`src/design/met_pkg.sv`:
```
package met_pkg;

  localparam int COORD_BITS = 64;
  localparam int FRAC_BITS  = 60;
  localparam int INDEX_BITS = 22;
  localparam int ITER_BITS  = 16;

  // magnitudes and squared terms are kept at full 64 bits
  localparam int MAG_W  = 64;
  localparam int HALF_W = MAG_W / 2;
  localparam int PROD_W = 2 * MAG_W;
  // signed sums of a squared term and a coordinate
  localparam int WIDE_W = MAG_W + 2;

  localparam int CFG_IDX_W  = 2;
  localparam int CFG_DATA_W = 64;

  localparam logic [CFG_IDX_W-1:0] REG_MAX_ITER   = CFG_IDX_W'(0);
  localparam logic [CFG_IDX_W-1:0] REG_ESC_RAD_SQ = CFG_IDX_W'(1);

  localparam logic [ITER_BITS-1:0]  MAX_ITER_RST = ITER_BITS'(1000);
  localparam logic [COORD_BITS-2:0] ESC_RAD_RST  = (COORD_BITS-1)'(4) << FRAC_BITS;

  localparam int IN_W       = 2 * COORD_BITS + INDEX_BITS;
  localparam int IN_TDATA_W = ((IN_W + 7) / 8) * 8;
  localparam int OUT_W      = INDEX_BITS + ITER_BITS;
  localparam int OUT_TDATA_W = ((OUT_W + 7) / 8) * 8;

  typedef struct packed {
    logic start;
    logic half_shift;  // shift by FRAC_BITS-1 instead of FRAC_BITS (doubles the product)
  } mul_req_t;

  localparam logic signed [WIDE_W-1:0] COORD_MAX =
    {{(WIDE_W-COORD_BITS+1){1'b0}}, {(COORD_BITS-1){1'b1}}};
  localparam logic signed [WIDE_W-1:0] COORD_MIN = ~COORD_MAX;

  function automatic logic signed [COORD_BITS-1:0] clamp_coord(
    input logic signed [WIDE_W-1:0] v
  );
    logic signed [WIDE_W-1:0] c;
    c = v;
    if (v > COORD_MAX) begin
      c = COORD_MAX;
    end else if (v < COORD_MIN) begin
      c = COORD_MIN;
    end
    return $signed(c[COORD_BITS-1:0]);
  endfunction

  function automatic logic [MAG_W-1:0] mag_of(input logic signed [COORD_BITS-1:0] v);
    logic [MAG_W-1:0] e;
    e = MAG_W'(v);
    return v[COORD_BITS-1] ? (~e + MAG_W'(1)) : e;
  endfunction

endpackage

```
`src/design/met_mul.sv`:
```
module met_mul (
  input  logic                       clk,
  input  logic                       rst_n,
  input  met_pkg::mul_req_t          req_i,
  input  logic [met_pkg::MAG_W-1:0]  a_i,
  input  logic [met_pkg::MAG_W-1:0]  b_i,
  output logic                       done_o,
  output logic [met_pkg::MAG_W-1:0]  res_o
);

  localparam int HW = met_pkg::HALF_W;
  localparam int MW = met_pkg::MAG_W;
  localparam int PW = met_pkg::PROD_W;
  localparam logic [2:0] LAST_STEP = 3'd4;

  logic          busy_r;
  logic          done_r;
  logic [2:0]    step_r;
  logic          half_r;
  logic [MW-1:0] a_r;
  logic [MW-1:0] b_r;
  logic [MW-1:0] pp_r;
  logic [PW-1:0] acc_r;

  logic [HW-1:0] a_part;
  logic [HW-1:0] b_part;
  logic [MW-1:0] pp_nxt;
  logic [PW-1:0] addend;
  logic [PW-1:0] shifted;

  // steps 0..3 take a0*b0, a0*b1, a1*b0, a1*b1; accumulate lags one step
  always_comb begin
    a_part = step_r[1] ? a_r[MW-1:HW] : a_r[HW-1:0];
    b_part = step_r[0] ? b_r[MW-1:HW] : b_r[HW-1:0];
    pp_nxt = a_part * b_part;
    case (step_r)
      3'd1:         addend = PW'(pp_r);
      3'd2, 3'd3:   addend = PW'(pp_r) << HW;
      3'd4:         addend = PW'(pp_r) << MW;
      default:      addend = '0;
    endcase
  end

  always_ff @(posedge clk) begin
    if (!rst_n) begin
      busy_r <= 1'b0;
      done_r <= 1'b0;
      step_r <= '0;
    end else begin
      done_r <= 1'b0;
      if (req_i.start) begin
        busy_r <= 1'b1;
        step_r <= '0;
      end else if (busy_r) begin
        step_r <= step_r + 3'd1;
        if (step_r == LAST_STEP) begin
          busy_r <= 1'b0;
          done_r <= 1'b1;
        end
      end
    end
  end

  always_ff @(posedge clk) begin
    if (req_i.start) begin
      a_r    <= a_i;
      b_r    <= b_i;
      half_r <= req_i.half_shift;
      acc_r  <= '0;
    end else if (busy_r) begin
      pp_r  <= pp_nxt;
      acc_r <= acc_r + addend;
    end
  end

  // saturate when anything is left above the 64-bit window
  always_comb begin
    shifted = half_r ? (acc_r >> (met_pkg::FRAC_BITS - 1)) : (acc_r >> met_pkg::FRAC_BITS);
    res_o   = (|shifted[PW-1:MW]) ? {MW{1'b1}} : shifted[MW-1:0];
    done_o  = done_r;
  end

endmodule

```
`config.mk`:
```
export PLATFORM = sky130hd
export DESIGN_NAME = met_mul
export DESIGN_NICKNAME = d
export VERILOG_FILES = /design/src/design/met_pkg.sv /design/src/design/met_mul.sv
export SDC_FILE = /design/constraint.sdc
export NUM_CORES = 2
export LEC_CHECK = 0
export ABC_AREA = 1
export BUFFER_PORTS_ARGS = -buffer_cell sky130_fd_sc_hd__buf_2
export CAP_MARGIN = 20
export CORE_MARGIN = 2
export CORE_UTILIZATION = 45
export DETAILED_ROUTE_END_ITERATION = 6
export PLACE_DENSITY = 0.73
export SYNTH_ARGS = -nofsm -noshare
export SYNTH_HDL_FRONTEND = slang
export SYNTH_SLANG_ARGS = --single-unit
```
`constraint.sdc`:
```
create_clock -name clk -period 7.4 [get_ports clk]
set_clock_uncertainty 0.15 [all_clocks]
set_input_delay 0 -clock clk [delete_from_list [all_inputs] [get_ports clk]]
set_output_delay 0 -clock clk [all_outputs]
set_load 0.02 [all_outputs]
```
==> key figures <==
Route
  – Via Count: around 60,000
  – Post-DRT Antenna Nets: 0
  – DR vias/cell: 5.27
  – WL final: 267 mm
  – Initial DRC Count: 5,204
  – DR WL/cell: 23.7 um
  – First-pass iteration count of the detailed router: 6
  – Number of remaining DRC errors: 0

STA
  – Post-layout minimum cycle time: 7.59 ns
  – Final setup violation count: 27
  – Slew @ Worst Pin: ~1.2 ns
  – RSZ-0062 raised after global routing: yes
  – Final Hold Viols: 0
  – Final period util: 1.03
  – Final worst slack: -0.191 ns
  – Fmax: between 100 and 150 MHz
  – Max-slew violations: 0
  – Rel. slew slack: 0.181

Critical path
  – RR Endpoint: pp_r[50]$_DFFE_PP_
  – Critical path's largest stage delay: 0.60 ns
  – Crit Path Class: reg -> reg
  – Crit-path slowest cell: fa_2
  – FF-to-FF path depth: 27
  – Setup crit end kind: register
  – CP most frequent cell: fa_1
  – CP required: 7.66 ns
  – RR Startpoint: step_r[1]$_SDFFE_PP0P_
  – Buffers plus inverters on the worst setup path: 8
  – Crit path max-delay family: adder cells
  – R2r setup slk: -0.19 ns
  – Critical Path Start Type: register
  – CP max FO: 11
  – WP data arrival: between 7 and 8 ns

Placement
  – HPWL Detailed: roughly 220 mm
  – Routability cong.: approximately 1.1
  – Dpl cells: between 10,000 and 15,000
  – Port Buffers: ~200

Synthesis
  – Yosys cell types: 48
  – Gate Count Post-Synth: around 8,500
  – Yosys Warn Count: 0
  – Synthesized area per cell: 7.09 sq um
  – Syn nets: between 9,000 and 10,000
  – Sequential share of the synthesized area: 0.140
  – EDFF count, synth: 193
  – Async S/R FF share, synth: 0
  – Ys flop type: edfxtp_1
  – Synthesized area: roughly 0.060 sq mm
  – Yosys reg bits: roughly 330

Run
  – Number of max-cap violations: 0

Global route
  – Largest net degree at the start of global routing: 92
  – Vias in the first global route: ~60,000
  – Gr usage total: 0.376
  – Total grt overflow: 0
  – First-pass GRT wire length: ~380 mm
  – Initial antenna violation count: 9

Worst hold path
  – Worst hold start: rst_n
  – Worst min-delay path class: in -> reg
  – Worst Hold End: busy_r$_SDFF_PN0_
  – Hold depth: 3

Floorplanning
  – Die Height: 370 um
  – FP Rows: roughly 130
  – Num ports: between 150 and 200
  – Die X: ~370 um
  – Die footprint: 0.137 sq mm
  – Area of the core: approximately 0.13 sq mm
  – Initial core utilization: 0.453

Layout
  – Area growth syn-to-layout: 26.2%
  – Post-route insts no fill: approximately 11,000
  – Nets@finish: roughly 11,000
  – Most frequent cells in the layout: nand2_1, inv_1, nor2_1
  – Layout cells sized above 1: 0.179
  – Most common cell after layout, fill and taps aside: nand2_1

Run status
  – Failing checks: setup timing
  – Outcome: finished, violations left

CTS
  – CTS tree: done
  – CTS sink count: 326
  – Root Driver: clkbuf_16
  – Clock buffer depth: 3
  – Worst-Skew Late Latency: 0.67 ns
  – H-Tree Depth: 2
  – Reg clk slew, reported paths: ~0.070 ns
  – Total CTS buffers: 43
-- cells by family after synthesis --
family / Yosys count / synth area share
xor gates and xnor gates: 114 / 0.0166
buffers and inverters: 2382 / 0.150
and+or+nand+nor: 3735 / 0.250
AOI/OAI and AO/OA: 649 / 0.0631
adders and majority gates: 1292 / 0.380
DFF: 326 / 0.140
-- registers in the layout (all words and copies together) (netlist names) --
register and count:
a_r 64, done_o 1, acc_r 128, step_r 3
b_r 64, busy_r 1, pp_r 64, half_r 1
-- cells in the mapped netlist, types with 3 or more instances --
cell type  number  area, sq um
or2_2          60          375
nor3_1         29          145
ha_1          395         4940
or2_1           4         25.0
clkinv_1       15         56.3
nand3_1       189          946
nand4_1        25          156
o21ai_1        18         90.1
xor2_1         79          692
a21oi_1       247         1240
nand3_2        18          180
xnor2_1        35          307
o2111ai_1       4         35.0
o211ai_1       75          563
nand2_2        42          263
a21oi_2         3         26.3
a21o_1         11         82.6
nor2_4         11          124
nand2_1      2161         8110
a211oi_1        3         22.5
dfxtp_1       133         2660
a31oi_1        19          119
o21bai_1       16          120
nor3_2         14          140
o21ai_0       141          706
o22ai_1        64          400
clkbuf_1      173          649
nor4_1          3         18.8
o21ai_2        28          245
nor2_2         42          263
and2_1          5         31.3
inv_1        2062         7740
buf_2          68          340
o21a_1         15          113
nor2_1       1127         4230
edfxtp_1      193         5800
buf_1           7         26.3
fa_1          897        18000
inv_2          56          210
-- repair_timing --
item	in CTS	in global routing
resized for setup	150	544
hold buffers	260	0
endpoints found under the hold margin	201	0
setup endpoints to repair	41	47
pin swaps	23	254
buffers inserted	4	95
gates cloned	1	15
-- routing by layer --
| metal | vias up | wire (um) | track usage |
|---|---|---|---|
| met5 | - | 29 | 0 |
| met4 | 4 | 26300 | 0.285 |
| met3 | 959 | 20400 | 0.0624 |
| met2 | 2923 | 125000 | 0.638 |
| met1 | 28500 | 95400 | 0.425 |
| li1 | 27000 | - | - |
-- stage by stage --
step / utilization / worst slack (ns) / area, sq um / TNS [ns] / hold slack, ns
finish: 0.571 / -0.191 / 76100 / -1.73 / 0.0406
detailed placement: 0.511 / -0.275 / 68100 / -6.33 / 0.0281
CTS: 0.546 / -0.0459 / 72700 / -0.182 / 0.0451
floorplan: - / 0.0555 / 60300 / 0 / -0.0511
global route: 0.571 / -0.357 / 76100 / -8.23 / 0.0568
global placement: 0.511 / -0.230 / 68100 / -4.22 / 0.0260
-- cell type report --
class	instances	area (sq um)
fillers	12500	57100
multi-input cells	5790	45100
repair buffers	1173	10800
flip-flops and latches	326	8470
inverters	2133	8060
well taps	1768	2210
clock buffers	55	1160
clock inverters	24	269
diodes	5	12.5
-- worst reg2reg max path, stage by stage (launching register included) --
cell	delay, ns
dfxtp_4	0.38
buf_12	0.15
buf_4	0.16
o21ai_4	0.31
buf_6	0.16
buf_8	0.15
nor2_1	0.08
fa_1	0.53
inv_1	0.05
fa_1	0.47
inv_1	0.06
fa_1	0.58
fa_1	0.47
fa_1	0.51
fa_1	0.56
fa_2	0.49
fa_2	0.60
ha_4	0.22
nand2_1	0.13
buf_4	0.15
inv_1	0.06
a21oi_2	0.24
o21ai_2	0.10
a21oi_2	0.18
nand3_4	0.13
nand2_1	0.08
nand2_1	0.06
xor2_1	0.13
-- worst max path at each step --
stage,from,endpoint,cells after the start
after floorplan,step_r[0]$_SDFFE_PP0P_,pp_r[63]$_DFFE_PP_,31
after global placement,step_r[0]$_SDFFE_PP0P_,pp_r[49]$_DFFE_PP_,28
after detailed placement,step_r[0]$_SDFFE_PP0P_,pp_r[60]$_DFFE_PP_,29
after CTS,step_r[1]$_SDFFE_PP0P_,pp_r[39]$_DFFE_PP_,26
after global routing,step_r[1]$_SDFFE_PP0P_,pp_r[50]$_DFFE_PP_,28
final,step_r[1]$_SDFFE_PP0P_,pp_r[50]$_DFFE_PP_,27
Power is not shown: default switching activity piles up to over one toggle a cycle in this logic, so the estimate is an artifact.
